--- src/hdl/pdf_token_boundary_scanner_macros.svh ---
// Assertion macros shared by the scanner modules.
`ifndef PDF_TOKEN_BOUNDARY_SCANNER_MACROS_SVH
`define PDF_TOKEN_BOUNDARY_SCANNER_MACROS_SVH

// The consequent must hold in the same cycle as the antecedent.
`define PTBS_ASSERT_NOW(lbl, clk, rst_n, ante, cons, msg) \
	lbl: assert property (@(posedge clk) disable iff (!rst_n) (ante) |-> (cons)) \
		else $error(msg);

// The consequent must hold in the cycle after the antecedent.
`define PTBS_ASSERT_NEXT(lbl, clk, rst_n, ante, cons, msg) \
	lbl: assert property (@(posedge clk) disable iff (!rst_n) (ante) |=> (cons)) \
		else $error(msg);

`endif

--- src/hdl/ptbs_pkg.sv ---
package ptbs_pkg;

	typedef enum logic [3:0] {
		M_IDLE       = 4'd0,
		M_WS         = 4'd1,
		M_COMMENT    = 4'd2,
		M_COMMENT_CR = 4'd3,
		M_LITERAL    = 4'd4,
		M_HEX        = 4'd5,
		M_LT         = 4'd6,
		M_GT         = 4'd7,
		M_NAME       = 4'd8,
		M_NUMBER     = 4'd9,
		M_KEYWORD    = 4'd10
	} scan_mode_t;

	typedef enum logic [1:0] {
		P_INT  = 2'd0,
		P_FRAC = 2'd1,
		P_EXP0 = 2'd2,
		P_EXP1 = 2'd3
	} num_phase_t;

	typedef enum logic [3:0] {
		K_WS         = 4'd0,
		K_COMMENT    = 4'd1,
		K_LITERAL    = 4'd2,
		K_HEX        = 4'd3,
		K_DICTOPEN   = 4'd4,
		K_DICTCLOSE  = 4'd5,
		K_ARRAYOPEN  = 4'd6,
		K_ARRAYCLOSE = 4'd7,
		K_NAME       = 4'd8,
		K_NUMBER     = 4'd9,
		K_KEYWORD    = 4'd10
	} token_kind_t;

	// One token descriptor, offsets and lengths already cut to the port width.
	typedef struct packed {
		token_kind_t kind;
		logic [31:0] offset;
		logic [31:0] length;
		logic        ovf;
	} ptbs_res_t;

	// Everything one byte produces: one or two descriptors.
	typedef struct packed {
		logic      two;
		logic      fin;
		ptbs_res_t first;
		ptbs_res_t second;
	} ptbs_rec_t;

	localparam int unsigned QDEPTH = 4;
	localparam int unsigned QAW    = 2;
	localparam int unsigned QCW    = 3;

endpackage

--- src/hdl/ptbs_byte_if.sv ---
interface ptbs_byte_if;
	logic       valid;
	logic       ready;
	logic [7:0] data_byte;
	logic       final_byte;

	modport source (output valid, output data_byte, output final_byte, input ready);
	modport sink (input valid, input data_byte, input final_byte, output ready);
endinterface

--- src/hdl/ptbs_token_if.sv ---
interface ptbs_token_if;
	logic        valid;
	logic        ready;
	logic [3:0]  token_kind;
	logic [31:0] token_offset;
	logic [31:0] token_length;
	logic        depth_overflow;
	logic        stream_done;
	logic        last_of_run;

	modport source (output valid, output token_kind, output token_offset,
		output token_length, output depth_overflow, output stream_done,
		output last_of_run, input ready);
	modport sink (input valid, input token_kind, input token_offset,
		input token_length, input depth_overflow, input stream_done,
		input last_of_run, output ready);
endinterface

--- src/hdl/ptbs_front.sv ---
module ptbs_front
	import ptbs_pkg::*;
#(
	parameter int unsigned POSITION_BITS = 32,
	parameter int unsigned DEPTH_MAX     = 255
) (
	input  logic        clk,
	input  logic        arst_n,
	ptbs_byte_if.sink   bytes,
	input  logic        full,
	output logic        push,
	output ptbs_rec_t   push_rec
);

	localparam int unsigned PB = POSITION_BITS;
	localparam int unsigned DB = $clog2(DEPTH_MAX + 1);
	localparam logic [DB-1:0] DMAX = DB'(DEPTH_MAX);

	localparam logic [7:0] CH_NUL   = 8'h00;
	localparam logic [7:0] CH_TAB   = 8'h09;
	localparam logic [7:0] CH_LF    = 8'h0A;
	localparam logic [7:0] CH_FF    = 8'h0C;
	localparam logic [7:0] CH_CR    = 8'h0D;
	localparam logic [7:0] CH_SP    = 8'h20;
	localparam logic [7:0] CH_LT    = 8'h3C;
	localparam logic [7:0] CH_GT    = 8'h3E;
	localparam logic [7:0] CH_DOT   = 8'h2E;
	localparam logic [7:0] CH_PCT   = 8'h25;
	localparam logic [7:0] CH_LPAR  = 8'h28;
	localparam logic [7:0] CH_RPAR  = 8'h29;
	localparam logic [7:0] CH_LBRK  = 8'h5B;
	localparam logic [7:0] CH_RBRK  = 8'h5D;
	localparam logic [7:0] CH_LBRC  = 8'h7B;
	localparam logic [7:0] CH_RBRC  = 8'h7D;
	localparam logic [7:0] CH_SLASH = 8'h2F;
	localparam logic [7:0] CH_BSL   = 8'h5C;
	localparam logic [7:0] CH_PLUS  = 8'h2B;
	localparam logic [7:0] CH_MINUS = 8'h2D;
	localparam logic [7:0] CH_E_UC  = 8'h45;
	localparam logic [7:0] CH_E_LC  = 8'h65;

	function automatic logic is_ws(input logic [7:0] c);
		return c == CH_NUL || c == CH_TAB || c == CH_LF || c == CH_FF ||
			c == CH_CR || c == CH_SP;
	endfunction

	function automatic logic is_delim(input logic [7:0] c);
		return c == CH_LPAR || c == CH_RPAR || c == CH_LT || c == CH_GT ||
			c == CH_LBRK || c == CH_RBRK || c == CH_LBRC || c == CH_RBRC ||
			c == CH_SLASH || c == CH_PCT;
	endfunction

	function automatic logic is_digit(input logic [7:0] c);
		return c >= 8'h30 && c <= 8'h39;
	endfunction

	function automatic logic is_hex(input logic [7:0] c);
		return is_digit(c) || (c >= 8'h41 && c <= 8'h46) || (c >= 8'h61 && c <= 8'h66);
	endfunction

	function automatic logic [31:0] to32(input logic [PB-1:0] x);
		logic [PB+31:0] w;
		w = {32'b0, x};
		return w[31:0];
	endfunction

	function automatic ptbs_res_t mk(input token_kind_t k, input logic [31:0] off,
		input logic [31:0] len, input logic ov);
		ptbs_res_t r;
		r.kind   = k;
		r.offset = off;
		r.length = len;
		r.ovf    = ov;
		return r;
	endfunction

	scan_mode_t  mode_q, mode_v, mode_n;
	num_phase_t  phase_q, phase_n;
	logic [DB-1:0] depth_q, depth_n, depth_dec;
	logic        esc_q, esc_n, ovf_q, ovf_n;
	logic [PB-1:0] begin_q, begin_n, pos_q, pos_n;
	logic [PB-1:0] len_excl, len_incl;

	logic [7:0]  b;
	logic        fin, accept, taken, num_ok, is_e;
	logic        close_v, open_v;
	ptbs_res_t   close_r, open_r;
	token_kind_t fl_kind;
	logic        fl_ovf;

	assign b        = bytes.data_byte;
	assign fin      = bytes.final_byte;
	assign bytes.ready = !full;
	assign accept   = bytes.valid && !full;
	assign len_excl = pos_q - begin_q;
	assign len_incl = len_excl + PB'(1);
	assign depth_dec = (depth_q != '0) ? depth_q - DB'(1) : '0;
	assign is_e     = b == CH_E_UC || b == CH_E_LC;

	always_comb begin
		mode_n  = mode_q;
		phase_n = phase_q;
		depth_n = depth_q;
		esc_n   = esc_q;
		ovf_n   = ovf_q;
		begin_n = begin_q;
		pos_n   = pos_q + PB'(1);
		close_v = 1'b0;
		close_r = '0;
		open_v  = 1'b0;
		open_r  = '0;
		taken   = 1'b1;
		num_ok  = 1'b0;
		fl_kind = K_WS;
		fl_ovf  = 1'b0;

		// A pending '<' either becomes a dictionary open or turns into a hex string.
		mode_v = mode_q;
		if (mode_q == M_LT) begin
			if (b == CH_LT) begin
				close_v = 1'b1;
				close_r = mk(K_DICTOPEN, to32(begin_q), to32(len_incl), 1'b0);
				mode_v  = M_IDLE;
			end else begin
				mode_v = M_HEX;
			end
		end
		mode_n = mode_v;

		unique case (mode_v)
			M_WS: begin
				if (!is_ws(b)) begin
					close_v = 1'b1;
					close_r = mk(K_WS, to32(begin_q), to32(len_excl), 1'b0);
					mode_n  = M_IDLE;
					taken   = 1'b0;
				end
			end
			M_COMMENT: begin
				if (b == CH_CR) begin
					mode_n = M_COMMENT_CR;
				end else if (b == CH_LF) begin
					close_v = 1'b1;
					close_r = mk(K_COMMENT, to32(begin_q), to32(len_incl), 1'b0);
					mode_n  = M_IDLE;
				end
			end
			M_COMMENT_CR: begin
				close_v = 1'b1;
				mode_n  = M_IDLE;
				if (b == CH_LF) begin
					close_r = mk(K_COMMENT, to32(begin_q), to32(len_incl), 1'b0);
				end else begin
					close_r = mk(K_COMMENT, to32(begin_q), to32(len_excl), 1'b0);
					taken   = 1'b0;
				end
			end
			M_LITERAL: begin
				if (esc_q) begin
					esc_n = 1'b0;
				end else if (b == CH_BSL) begin
					esc_n = 1'b1;
				end else if (b == CH_LPAR) begin
					if (depth_q >= DMAX) begin
						depth_n = DMAX;
						ovf_n   = 1'b1;
					end else begin
						depth_n = depth_q + DB'(1);
					end
				end else if (b == CH_RPAR) begin
					depth_n = depth_dec;
					if (depth_dec == '0) begin
						close_v = 1'b1;
						close_r = mk(K_LITERAL, to32(begin_q), to32(len_incl), ovf_q);
						mode_n  = M_IDLE;
					end
				end
			end
			M_HEX: begin
				if (b == CH_GT) begin
					close_v = 1'b1;
					close_r = mk(K_HEX, to32(begin_q), to32(len_incl), 1'b0);
					mode_n  = M_IDLE;
				end else if (!is_ws(b) && !is_hex(b)) begin
					close_v = 1'b1;
					close_r = mk(K_HEX, to32(begin_q), to32(len_excl), 1'b0);
					mode_n  = M_IDLE;
					taken   = 1'b0;
				end
			end
			M_GT: begin
				close_v = 1'b1;
				mode_n  = M_IDLE;
				if (b == CH_GT) begin
					close_r = mk(K_DICTCLOSE, to32(begin_q), to32(len_incl), 1'b0);
				end else begin
					close_r = mk(K_ARRAYCLOSE, to32(begin_q), to32(len_excl), 1'b0);
					taken   = 1'b0;
				end
			end
			M_NAME, M_KEYWORD: begin
				if (is_ws(b) || is_delim(b)) begin
					close_v = 1'b1;
					close_r = mk((mode_v == M_NAME) ? K_NAME : K_KEYWORD, to32(begin_q),
						to32(len_excl), 1'b0);
					mode_n  = M_IDLE;
					taken   = 1'b0;
				end
			end
			M_NUMBER: begin
				unique case (phase_q)
					P_INT: begin
						if (is_digit(b)) begin
							num_ok = 1'b1;
						end else if (b == CH_DOT) begin
							num_ok  = 1'b1;
							phase_n = P_FRAC;
						end else if (is_e) begin
							num_ok  = 1'b1;
							phase_n = P_EXP0;
						end
					end
					P_FRAC: begin
						if (is_digit(b)) begin
							num_ok = 1'b1;
						end else if (is_e) begin
							num_ok  = 1'b1;
							phase_n = P_EXP0;
						end
					end
					P_EXP0: begin
						if (is_digit(b) || b == CH_PLUS || b == CH_MINUS) begin
							num_ok  = 1'b1;
							phase_n = P_EXP1;
						end
					end
					P_EXP1: begin
						num_ok = is_digit(b);
					end
				endcase
				if (!num_ok) begin
					close_v = 1'b1;
					close_r = mk(K_NUMBER, to32(begin_q), to32(len_excl), 1'b0);
					mode_n  = M_IDLE;
					taken   = 1'b0;
				end
			end
			M_IDLE: begin
				if (!close_v) begin
					taken = 1'b0;
				end
			end
			M_LT: begin
				// Resolved above, never seen here.
				mode_n = M_HEX;
			end
		endcase

		// The byte was not absorbed by an open token, so it starts a new one.
		if (!taken) begin
			begin_n = pos_q;
			esc_n   = 1'b0;
			ovf_n   = 1'b0;
			depth_n = '0;
			phase_n = P_INT;
			mode_n  = M_IDLE;
			priority if (is_ws(b)) begin
				mode_n = M_WS;
			end else if (b == CH_PCT) begin
				mode_n = M_COMMENT;
			end else if (b == CH_LPAR) begin
				mode_n  = M_LITERAL;
				depth_n = DB'(1);
			end else if (b == CH_LT) begin
				mode_n = M_LT;
			end else if (b == CH_GT) begin
				mode_n = M_GT;
			end else if (b == CH_LBRK) begin
				open_v = 1'b1;
				open_r = mk(K_ARRAYOPEN, to32(pos_q), 32'd1, 1'b0);
			end else if (b == CH_RBRK) begin
				open_v = 1'b1;
				open_r = mk(K_ARRAYCLOSE, to32(pos_q), 32'd1, 1'b0);
			end else if (b == CH_SLASH) begin
				mode_n = M_NAME;
			end else if (b == CH_PLUS || b == CH_MINUS || is_digit(b)) begin
				mode_n = M_NUMBER;
			end else if (b == CH_DOT) begin
				mode_n  = M_NUMBER;
				phase_n = P_FRAC;
			end else if (is_delim(b)) begin
				open_v = 1'b1;
				open_r = mk(K_KEYWORD, to32(pos_q), 32'd1, 1'b0);
			end else begin
				mode_n = M_KEYWORD;
			end
		end

		// The last byte flushes whatever token is still open and restarts the stream.
		if (fin) begin
			unique case (mode_n)
				M_WS:                    fl_kind = K_WS;
				M_COMMENT, M_COMMENT_CR: fl_kind = K_COMMENT;
				M_LITERAL: begin
					fl_kind = K_LITERAL;
					fl_ovf  = ovf_n;
				end
				M_LT, M_HEX:             fl_kind = K_HEX;
				M_GT:                    fl_kind = K_ARRAYCLOSE;
				M_NAME:                  fl_kind = K_NAME;
				M_NUMBER:                fl_kind = K_NUMBER;
				M_KEYWORD:               fl_kind = K_KEYWORD;
				M_IDLE:                  fl_kind = K_WS;
			endcase
			if (mode_n != M_IDLE) begin
				open_v = 1'b1;
				open_r = mk(fl_kind, to32(begin_n), taken ? to32(len_incl) : 32'd1, fl_ovf);
			end
			mode_n  = M_IDLE;
			phase_n = P_INT;
			depth_n = '0;
			esc_n   = 1'b0;
			ovf_n   = 1'b0;
			begin_n = '0;
			pos_n   = '0;
		end
	end

	always_comb begin
		push_rec.fin    = fin;
		push_rec.two    = close_v && open_v;
		push_rec.first  = close_v ? close_r : open_r;
		push_rec.second = open_r;
		push            = accept && (close_v || open_v);
	end

	always_ff @(posedge clk or negedge arst_n) begin
		if (!arst_n) begin
			mode_q  <= M_IDLE;
			phase_q <= P_INT;
			depth_q <= '0;
			esc_q   <= 1'b0;
			ovf_q   <= 1'b0;
			begin_q <= '0;
			pos_q   <= '0;
		end else if (accept) begin
			mode_q  <= mode_n;
			phase_q <= phase_n;
			depth_q <= depth_n;
			esc_q   <= esc_n;
			ovf_q   <= ovf_n;
			begin_q <= begin_n;
			pos_q   <= pos_n;
		end
	end

endmodule

--- src/hdl/ptbs_queue.sv ---
`include "pdf_token_boundary_scanner_macros.svh"

module ptbs_queue
	import ptbs_pkg::*;
(
	input  logic      clk,
	input  logic      arst_n,
	input  logic      push,
	input  ptbs_rec_t push_rec,
	input  logic      pop,
	output ptbs_rec_t head,
	output logic      full,
	output logic      empty
);

	ptbs_rec_t       slot_q [QDEPTH];
	logic [QAW-1:0]  wr_q, rd_q;
	logic [QCW-1:0]  cnt_q;

	assign full  = cnt_q == QCW'(QDEPTH);
	assign empty = cnt_q == '0;
	assign head  = slot_q[rd_q];

	always_ff @(posedge clk) begin
		if (push) begin
			slot_q[wr_q] <= push_rec;
		end
	end

	always_ff @(posedge clk or negedge arst_n) begin
		if (!arst_n) begin
			wr_q  <= '0;
			rd_q  <= '0;
			cnt_q <= '0;
		end else begin
			if (push) begin
				wr_q <= wr_q + QAW'(1);
			end
			if (pop) begin
				rd_q <= rd_q + QAW'(1);
			end
			if (push && !pop) begin
				cnt_q <= cnt_q + QCW'(1);
			end else if (pop && !push) begin
				cnt_q <= cnt_q - QCW'(1);
			end
		end
	end

	`PTBS_ASSERT_NOW(a_no_push_full, clk, arst_n, push, !full, "queue written while full")
	`PTBS_ASSERT_NOW(a_no_pop_empty, clk, arst_n, pop, !empty, "queue read while empty")
	`PTBS_ASSERT_NEXT(a_cnt_up, clk, arst_n, push && !pop, cnt_q == $past(cnt_q) + QCW'(1), "queue fill count did not rise")

endmodule

--- src/hdl/ptbs_back.sv ---
`include "pdf_token_boundary_scanner_macros.svh"

module ptbs_back
	import ptbs_pkg::*;
(
	input  logic        clk,
	input  logic        arst_n,
	input  ptbs_rec_t   head,
	input  logic        empty,
	output logic        pop,
	ptbs_token_if.source tokens
);

	logic      out_valid_q, sub_q;
	ptbs_res_t res_q;
	logic      last_q, done_q;
	logic      load, last_c;
	ptbs_res_t cur;

	// The output register may be refilled when it is empty or its transfer completes.
	assign load   = !out_valid_q || tokens.ready;
	assign last_c = !head.two || sub_q;
	assign cur    = sub_q ? head.second : head.first;
	assign pop    = load && !empty && last_c;

	always_ff @(posedge clk or negedge arst_n) begin
		if (!arst_n) begin
			out_valid_q <= 1'b0;
			sub_q       <= 1'b0;
		end else if (load) begin
			if (!empty) begin
				out_valid_q <= 1'b1;
				sub_q       <= !last_c;
			end else begin
				out_valid_q <= 1'b0;
			end
		end
	end

	always_ff @(posedge clk) begin
		if (load && !empty) begin
			res_q  <= cur;
			last_q <= last_c;
			done_q <= last_c && head.fin;
		end
	end

	assign tokens.valid          = out_valid_q;
	assign tokens.token_kind     = res_q.kind;
	assign tokens.token_offset   = res_q.offset;
	assign tokens.token_length   = res_q.length;
	assign tokens.depth_overflow = res_q.ovf;
	assign tokens.stream_done    = done_q;
	assign tokens.last_of_run    = last_q;

	`PTBS_ASSERT_NOW(a_second_after_first, clk, arst_n, sub_q, out_valid_q && !last_q, "second descriptor pending without the first on show")
	`PTBS_ASSERT_NOW(a_done_is_last, clk, arst_n, out_valid_q && done_q, last_q, "stream end flagged on a descriptor that is not the last of its byte")

endmodule

--- src/hdl/pdf_token_boundary_scanner.sv ---
// A taken byte's descriptors are written into a four-entry queue and reach the token port
// through an output register that holds its descriptor while tokens.ready is low. One byte per
// cycle is taken while the queue is not full; a byte that yields two descriptors shows them one
// after the other, and the queue absorbs such bursts. Reset (arst_n low) clears the scanner
// state, the stream position, the queue and the output register at once; there is no clearing pass.
module pdf_token_boundary_scanner
	import ptbs_pkg::*;
#(
	parameter int unsigned POSITION_BITS = 32,
	parameter int unsigned DEPTH_MAX     = 255
) (
	input  logic         clk,
	input  logic         arst_n,
	ptbs_byte_if.sink    bytes,
	ptbs_token_if.source tokens
);

	logic      push, pop, full, empty;
	ptbs_rec_t push_rec, head;

	ptbs_front #(
		.POSITION_BITS (POSITION_BITS),
		.DEPTH_MAX     (DEPTH_MAX)
	) u_front (
		.clk      (clk),
		.arst_n   (arst_n),
		.bytes    (bytes),
		.full     (full),
		.push     (push),
		.push_rec (push_rec)
	);

	ptbs_queue u_queue (
		.clk      (clk),
		.arst_n   (arst_n),
		.push     (push),
		.push_rec (push_rec),
		.pop      (pop),
		.head     (head),
		.full     (full),
		.empty    (empty)
	);

	ptbs_back u_back (
		.clk    (clk),
		.arst_n (arst_n),
		.head   (head),
		.empty  (empty),
		.pop    (pop),
		.tokens (tokens)
	);

endmodule
--- src/flat_wrapper.sv ---
// flat-port wrapper written by rule: the top's interface ports become plain ports
module pdf_token_boundary_scanner_flat import ptbs_pkg::*;
#(
	parameter int unsigned POSITION_BITS = 32,
	parameter int unsigned DEPTH_MAX     = 255
)
  (clk, arst_n, bytes_valid, bytes_data_byte, bytes_final_byte, bytes_ready, tokens_valid, tokens_token_kind, tokens_token_offset, tokens_token_length, tokens_depth_overflow, tokens_stream_done, tokens_last_of_run, tokens_ready);
  ptbs_byte_if bytes_i ();
  ptbs_token_if tokens_i ();
  input  logic clk;
  input  logic arst_n;
  input wire logic [$bits(bytes_i.valid)-1:0] bytes_valid;
  input wire logic [$bits(bytes_i.data_byte)-1:0] bytes_data_byte;
  input wire logic [$bits(bytes_i.final_byte)-1:0] bytes_final_byte;
  output wire logic [$bits(bytes_i.ready)-1:0] bytes_ready;
  output wire logic [$bits(tokens_i.valid)-1:0] tokens_valid;
  output wire logic [$bits(tokens_i.token_kind)-1:0] tokens_token_kind;
  output wire logic [$bits(tokens_i.token_offset)-1:0] tokens_token_offset;
  output wire logic [$bits(tokens_i.token_length)-1:0] tokens_token_length;
  output wire logic [$bits(tokens_i.depth_overflow)-1:0] tokens_depth_overflow;
  output wire logic [$bits(tokens_i.stream_done)-1:0] tokens_stream_done;
  output wire logic [$bits(tokens_i.last_of_run)-1:0] tokens_last_of_run;
  input wire logic [$bits(tokens_i.ready)-1:0] tokens_ready;
  assign bytes_i.valid = bytes_valid;
  assign bytes_i.data_byte = bytes_data_byte;
  assign bytes_i.final_byte = bytes_final_byte;
  assign bytes_ready = bytes_i.ready;
  assign tokens_valid = tokens_i.valid;
  assign tokens_token_kind = tokens_i.token_kind;
  assign tokens_token_offset = tokens_i.token_offset;
  assign tokens_token_length = tokens_i.token_length;
  assign tokens_depth_overflow = tokens_i.depth_overflow;
  assign tokens_stream_done = tokens_i.stream_done;
  assign tokens_last_of_run = tokens_i.last_of_run;
  assign tokens_i.ready = tokens_ready;
  pdf_token_boundary_scanner #(.POSITION_BITS(POSITION_BITS), .DEPTH_MAX(DEPTH_MAX)) u_core (.clk(clk), .arst_n(arst_n), .bytes(bytes_i), .tokens(tokens_i));
endmodule
--- config.mk ---
export PLATFORM = sky130hd
export DESIGN_NAME = pdf_token_boundary_scanner_flat
export DESIGN_NICKNAME = d
export VERILOG_FILES = /design/src/hdl/ptbs_pkg.sv /design/src/hdl/ptbs_byte_if.sv /design/src/hdl/ptbs_token_if.sv /design/src/hdl/ptbs_front.sv /design/src/hdl/ptbs_queue.sv /design/src/hdl/ptbs_back.sv /design/src/hdl/pdf_token_boundary_scanner.sv /design/src/flat_wrapper.sv
export VERILOG_INCLUDE_DIRS = /design/src /design/src/hdl
export SDC_FILE = /design/constraint.sdc
export NUM_CORES = 1
export LEC_CHECK = 0
export BUFFER_PORTS_ARGS = -buffer_cell sky130_fd_sc_hd__buf_2
export CAP_MARGIN = 20
export CORE_MARGIN = 5
export CORE_UTILIZATION = 57
export CTS_CLUSTER_SIZE = 25
export DETAILED_ROUTE_END_ITERATION = 6
export GPL_ROUTABILITY_DRIVEN = 0
export GPL_TIMING_DRIVEN = 0
export PLACE_DENSITY = 0.8
export SYNTH_ARGS = -nofsm -noshare
export SYNTH_HDL_FRONTEND = slang
export SYNTH_SLANG_ARGS = --single-unit
--- constraint.sdc ---
create_clock -name clk -period 6.4 [get_ports clk]
set_clock_uncertainty 0.15 [all_clocks]
set_input_delay 1.28 -clock clk [delete_from_list [all_inputs] [get_ports clk]]
set_output_delay 1.28 -clock clk [all_outputs]
set_load 0.01 [all_outputs]
==> results of run 1 <==
## sequential cells by signal (all words and copies together) (netlist names)
register	flops
u_core.u_back.tokens.token_length	32
u_core.u_front.phase_q	2
u_core.u_back.tokens.token_offset	32
u_core.u_front.mode_q	4
u_core.u_queue.cnt_q	3
u_core.u_back.tokens.depth_overflow	1
u_core.u_front.begin_q	32
u_core.u_queue.rd_q	2
u_core.u_queue.slot_q	560
u_core.u_back.sub_q	1
u_core.u_front.pos_q	32
u_core.u_back.tokens.valid	1
u_core.u_back.tokens.last_of_run	1
u_core.u_front.ovf_q	1
u_core.u_back.tokens.token_kind	4
u_core.u_queue.wr_q	2
u_core.u_back.tokens.stream_done	1
u_core.u_front.esc_q	1
u_core.u_front.depth_q	8
## layout make-up
type | count | area [um2] | share of cell area
clock inverter | 40 | 398 | 0.0106
clock buffer | 92 | 2000 | 0.0533
timing repair buffer | 102 | 835 | 0.0222
tap | 765 | 957 | 0.0255
inverter | 66 | 248 | 0.00659
sequential | 720 | 21200 | 0.564
buffer | 125 | 512 | 0.0136
multi-input combinational | 1377 | 11400 | 0.305
## final timing paths
path / end / slack [ns] / cells after the start
setup / recovery: u_core.u_queue.slot_q[1][37]$_DFFE_PP_ / 0.69 / 13
hold / removal: u_core.u_queue.cnt_q[2]$_DFFE_PN0P_ / 0.36 / 1
setup reg to reg: u_core.u_queue.slot_q[2][101]$_DFFE_PP_ / 0.75 / 15
hold reg to reg: u_core.u_queue.cnt_q[2]$_DFFE_PN0P_ / 0.36 / 1
max in group asynchronous: u_core.u_front.pos_q[4]$_DFFE_PN0P_ / 4.99 / 2
min in group asynchronous: u_core.u_front.depth_q[7]$_DFFE_PN0P_ / 0.42 / 1
## report_power, final
part	switching [mW]	internal (mW)
sequential	0.306	6.58
combinational	4.37	2.67
clock	1.76	2.51
## cell families (layout without fill, tap and decap cells)
family,count (synthesis),after routing,synth area share
xor+xnor,89,89,0.0234
buf+inv,191,425,0.0228
fa+ha+maj,47,47,0.0181
mux,219,219,0.121
compound gates,455,455,0.0924
flops,720,720,0.635
simple gates,567,567,0.0878
## per-layer routing
layer	vias up	track usage	routed length, um
met5	-	0	0
li1	9350	-	-
met1	10900	0.351	31500
met4	0	0.102	3690
met3	288	0.0565	8410
met2	1484	0.430	41000
## worst max-delay path: stages
cell and delay, ns:
buf_2 0.11, buf_2 0.17, nor4_2 0.67, nand3_1 0.23, a311oi_1 0.39, a311o_1 0.23, a211o_1 0.20, o311ai_1 0.25
or4_1 0.61, and2_1 0.23, a21oi_4 0.32, and2_4 0.68, buf_16 0.34
## synth_stat cells (38+ instances only)
cell type and number:
nor2_1 148, ha_1 45, nor3_1 38, mux4_2 140, edfxtp_1 631, xnor2_1 53
nand3_1 43, a22o_1 47, o21ai_0 113, dfrtp_1 89, nand2_1 143, a21oi_1 81
mux2_2 70, inv_1 65, clkbuf_1 75
## stage by stage
step,power [mW],instance area (um2),TNS [ns],cells,util
3_5_place_dp,13.7,35100,0,3148,0.607
2_1_floorplan,11.4,33400,0,2288,-
6_report,18.2,37600,0,3287,0.650
3_3_place_gp,13.4,34700,-947.30,3134,0.601
5_1_grt,18.9,37600,0,3287,0.650
4_1_cts,18.1,37500,0,3280,0.648
==> flow_metrics.env, run 1 <==
export IMPL_status="finished, violations left"
export IMPL_failed_checks="DRC"
export IMPL_post_drt_wl_per_cell_um=25.7
export IMPL_numClockSinks=720
export IMPL_clkSlewWorstSetupHoldPaths_ns=0.06
export IMPL_grt_start_max_net_pins=71
export IMPL_tightest_slew_ns=1.12
export IMPL_whs_ns=0.359
export IMPL_power_density_nw_per_um2=484
export IMPL_grt_pass1_wl_um=129000
export IMPL_synth_cell_types=103
export IMPL_dieArea_um2=63500
export IMPL_initial_core_util=0.577
export IMPL_htree_levels=3
export IMPL_p_leak_nw=13.2
export IMPL_setup_viol=0
export IMPL_timing_slew_headroom=0.249
export IMPL_cts_hold_buffers=0
export IMPL_timing_final_crit_share=0.893
export IMPL_portBuffers=81
export IMPL_worstPathRequired_ns=6.52
export IMPL_drtIter0Drc=3475
export IMPL_cp_max_fo=58
export IMPL_cts_made_buffers=72
export IMPL_root_buffer="clkbuf_16"
export IMPL_cts_tree="built"
export IMPL_core_um2=57800
export IMPL_yosys_top_cells_area="edfxtp_1 (57%), mux4_2 (9.5%), dfrtp_1 (6.7%)"
export IMPL_fin_crit_ns=5.71
export IMPL_synth_flop_cell="edfxtp_1"
export IMPL_drv_cap=0
export IMPL_dp_hpwl_um=55200
export IMPL_yosysTopAreaCell="edfxtp_1"
export IMPL_syn_inst=2288
export IMPL_nFillCells=3856
export IMPL_firstDrtPassIters=7
export IMPL_ant_nets=0
export IMPL_cts_setup_buffers=0
export IMPL_std_cell_rows=88
export IMPL_hold_violations=0
export IMPL_max_freq_mhz=175
export IMPL_reg2reg_from="u_core.u_front.pos_q[0]$_DFFE_PN0P_"
export IMPL_cp_start_kind="input port"
export IMPL_worst_setup_path_end_kind="flop"
export IMPL_die_h_um=252
export IMPL_crit_arrival_ns=5.83
export IMPL_drive_above_1_share=0.195
export IMPL_drc=5
export IMPL_ioPinCount=86
export IMPL_yosys_warnings=0
export IMPL_nets=2524
export IMPL_finalMaxSlewViolations=0
export IMPL_synthArstFlopShare=0.124
export IMPL_rsz0062_at_grt="false"
export IMPL_dp_worst_setup_slack_ns=0.175
export IMPL_setup_ws_ns=0.686
export IMPL_min_from="u_core.u_queue.cnt_q[2]$_DFFE_PN0P_"
export IMPL_vias=22000
export IMPL_layout_commonest_cell="edfxtp_1"
export IMPL_n_antenna_cell=0
export IMPL_avgSynthCellArea_um2=14.6
export IMPL_syn_to_final_growth_pct=12.6
export IMPL_final_cell_mix="edfxtp_1 (631), nor2_1 (148), nand2_1 (143), mux4_2 (140), o21ai_0 (113)"
export IMPL_synth_top_area_frac=0.568
export IMPL_grt_overflow_total=0
export IMPL_synth_seq_cells=720
export IMPL_clockBufferDepth=3
export IMPL_startpoint="bytes_data_byte[5]"
export IMPL_hold_class="reg -> reg"
export IMPL_vias_per_cell=6.71
export IMPL_cts_resized=0
export IMPL_synth_nets=2348
export IMPL_peakVddDrop_uv=315
export IMPL_fp_dieW_um=252
export IMPL_critPathKind="in -> reg"
export IMPL_yosysSeqAreaShare=0.635
export IMPL_antenna_found_initial=0
export IMPL_first_global_vias=21900
export IMPL_syn_area_um2=33400
export IMPL_totalWireLength_um=84500
export IMPL_clkLatencyLatePin_ns=0.62
export IMPL_synth_enable_flop_cells=631
export IMPL_track_usage=0.263
Note: power is estimated with default switching activity, not from simulation.
==> inputs of run 2 (changes only) <==
Settings changed: PLACE_DENSITY 0.8 to not set, PLACE_DENSITY_LB_ADDON set to 0.05.
==> run 2 against run 1 <==
Compared with the run above: the flow now finishes without violations; largest cell class unchanged; non-clock buffer count unchanged; highest routed layer unchanged; cell count about the same; sequential power decreased by 0.7%; global-route usage decreased by 0.49 points.
==> flow_metrics.env, run 2 (synthesis gave the netlist of run 1 again) <==
export IMPL_status="finished, final reports clean"
export IMPL_seq_area_um2=21200
export IMPL_syn_to_final_growth_pct=12.9
export IMPL_grt_start_max_net_pins=56
export IMPL_totalWireLength_um=81900
export IMPL_top_register="u_core.u_queue.slot_q"
export IMPL_worstPathRequired_ns=6.52
export IMPL_regToRegEndpoint="u_core.u_queue.slot_q[3][82]$_DFFE_PP_"
export IMPL_cts_tree="built"
export IMPL_die_h_um=252
export IMPL_nets=2527
export IMPL_clkLatencyLatePin_ns=0.61
export IMPL_n_antenna_cell=0
export IMPL_clkSlewWorstSetupHoldPaths_ns=0.06
export IMPL_worst_setup_path_end_kind="flop"
export IMPL_clockBufferDepth=3
export IMPL_fin_crit_ns=6.06
export IMPL_portBuffers=81
export IMPL_finalPower_mw=18.1
export IMPL_std_cell_rows=88
export IMPL_track_usage=0.258
export IMPL_post_drt_wl_per_cell_um=24.9
export IMPL_cts_setup_buffers=0
export IMPL_numClockSinks=720
export IMPL_nFillCells=4107
export IMPL_first_global_vias=21100
export IMPL_critPathKind="in -> reg"
export IMPL_timing_slew_headroom=0.284
export IMPL_crit_arrival_ns=6.18
export IMPL_htree_levels=3
export IMPL_antenna_found_initial=0
export IMPL_hold_violations=0
export IMPL_initial_core_util=0.577
export IMPL_peakVddDrop_uv=338
export IMPL_drtIter0Drc=2022
export IMPL_cp_max_fo=50
export IMPL_drive_above_1_share=0.199
export IMPL_firstDrtPassIters=6
export IMPL_min_from="u_core.u_queue.cnt_q[2]$_DFFE_PN0P_"
export IMPL_final_cell_mix="edfxtp_1 (631), nor2_1 (148), nand2_1 (143), mux4_2 (140), o21ai_0 (113)"
export IMPL_core_um2=57800
export IMPL_finalInstanceArea_um2=37700
export IMPL_finalMaxSlewViolations=0
export IMPL_p_leak_nw=13.3
export IMPL_rr_worst_depth=14
export IMPL_largest_reg_flops=560
export IMPL_dp_cells=3149
export IMPL_max_freq_mhz=165
export IMPL_cts_hold_buffers=0
export IMPL_cts_made_buffers=75
export IMPL_hold_class="reg -> reg"
export IMPL_power_density_nw_per_um2=482
export IMPL_ant_nets=0
export IMPL_cts_resized=0
export IMPL_reg2reg_from="u_core.u_front.depth_q[0]$_DFFE_PN0P_"
export IMPL_layout_commonest_cell="edfxtp_1"
export IMPL_stdcell_count=3290
export IMPL_place_area_um2=35100
export IMPL_fp_dieW_um=252
export IMPL_setup_viol=0
export IMPL_timing_final_crit_share=0.948
export IMPL_vias_per_cell=6.46
export IMPL_hold_depth=1
export IMPL_drv_cap=0
export IMPL_multi_input_area_um2=11400
export IMPL_grt_overflow_total=0
export IMPL_grt_pass1_wl_um=127000
export IMPL_vias=21300
export IMPL_root_buffer="clkbuf_16"
export IMPL_dieArea_um2=63500
export IMPL_cp_start_kind="input port"
export IMPL_ioPinCount=86
export IMPL_dp_hpwl_um=56300
export IMPL_drc=0
export IMPL_rsz0062_at_grt="false"
export IMPL_hold_path_endpoint="u_core.u_queue.cnt_q[2]$_DFFE_PN0P_"
export IMPL_tightest_slew_ns=1.07
export IMPL_r2r_slack_ns=0.49
## run 2: cell type report
| type | count | share of cell area |
|---|---|---|
| plain buffers | 125 | 0.0136 |
| clock buffers | 88 | 0.0528 |
| clock inverters | 47 | 0.0129 |
| inverters | 66 | 0.00658 |
| multi-input cells | 1377 | 0.304 |
| flip-flops and latches | 720 | 0.562 |
| well taps | 765 | 0.0254 |
| repair buffers | 102 | 0.0223 |
## run 2: worst max-delay path, stage by stage
cell and delay, ns:
buf_2 0.12, buf_2 0.17, nor4_2 0.75, nand3_1 0.28, a311oi_1 0.35, a311o_1 0.22, a211o_1 0.21, o32ai_2 0.20
or4_1 0.62, and2_1 0.24, a21oi_4 0.28, and2_4 0.71, buf_16 0.34, buf_16 0.30
## run 2: through the flow
| step | util | worst slack [ns] | setup TNS [ns] | hold slack (ns) |
|---|---|---|---|---|
| finish | 0.651 | 0.336 | 0 | 0.372 |
| global route | 0.651 | 0.200 | 0 | 0.394 |
| CTS | 0.650 | 0.493 | 0 | 0.387 |
| detailed placement | 0.607 | -0.121 | -5.34 | 0.364 |
| global placement | 0.601 | -1.93 | -1067.16 | 0.320 |
| floorplan | - | 0.141 | 0 | 0.307 |
## run 2: power by group
part           switching [mW]  internal [mW]  total, mW
clock                    1.75           2.59       4.34
sequential              0.257           6.57       6.83
combinational            4.30           2.67       6.97
total                    6.30           11.8       18.1
## run 2: metal layers
metal | global-route usage | vias up | routed length [um]
li1 | - | 9368 | -
met1 | 0.376 | 10800 | 35000
met2 | 0.414 | 957 | 38800
met3 | 0.0390 | 164 | 5900
met4 | 0.0723 | 0 | 2180
met5 | 0 | - | 0
## run 2: how the worst max path moves through the flow
stage | start | to | slack, ns
after detailed placement | bytes_data_byte[5] | u_core.u_queue.slot_q[3][82]$_DFFE_PP_ | -0.12
after global placement | bytes_data_byte[7] | u_core.u_queue.slot_q[3][82]$_DFFE_PP_ | -1.93
after floorplan | bytes_data_byte[4] | u_core.u_queue.slot_q[0][0]$_DFFE_PP_ | 0.14
after CTS | bytes_data_byte[5] | u_core.u_queue.slot_q[3][27]$_DFFE_PP_ | 0.49
final | bytes_data_byte[5] | u_core.u_queue.slot_q[3][82]$_DFFE_PP_ | 0.34
after global routing | bytes_data_byte[3] | u_core.u_queue.slot_q[3][7]$_DFFE_PP_ | 0.20
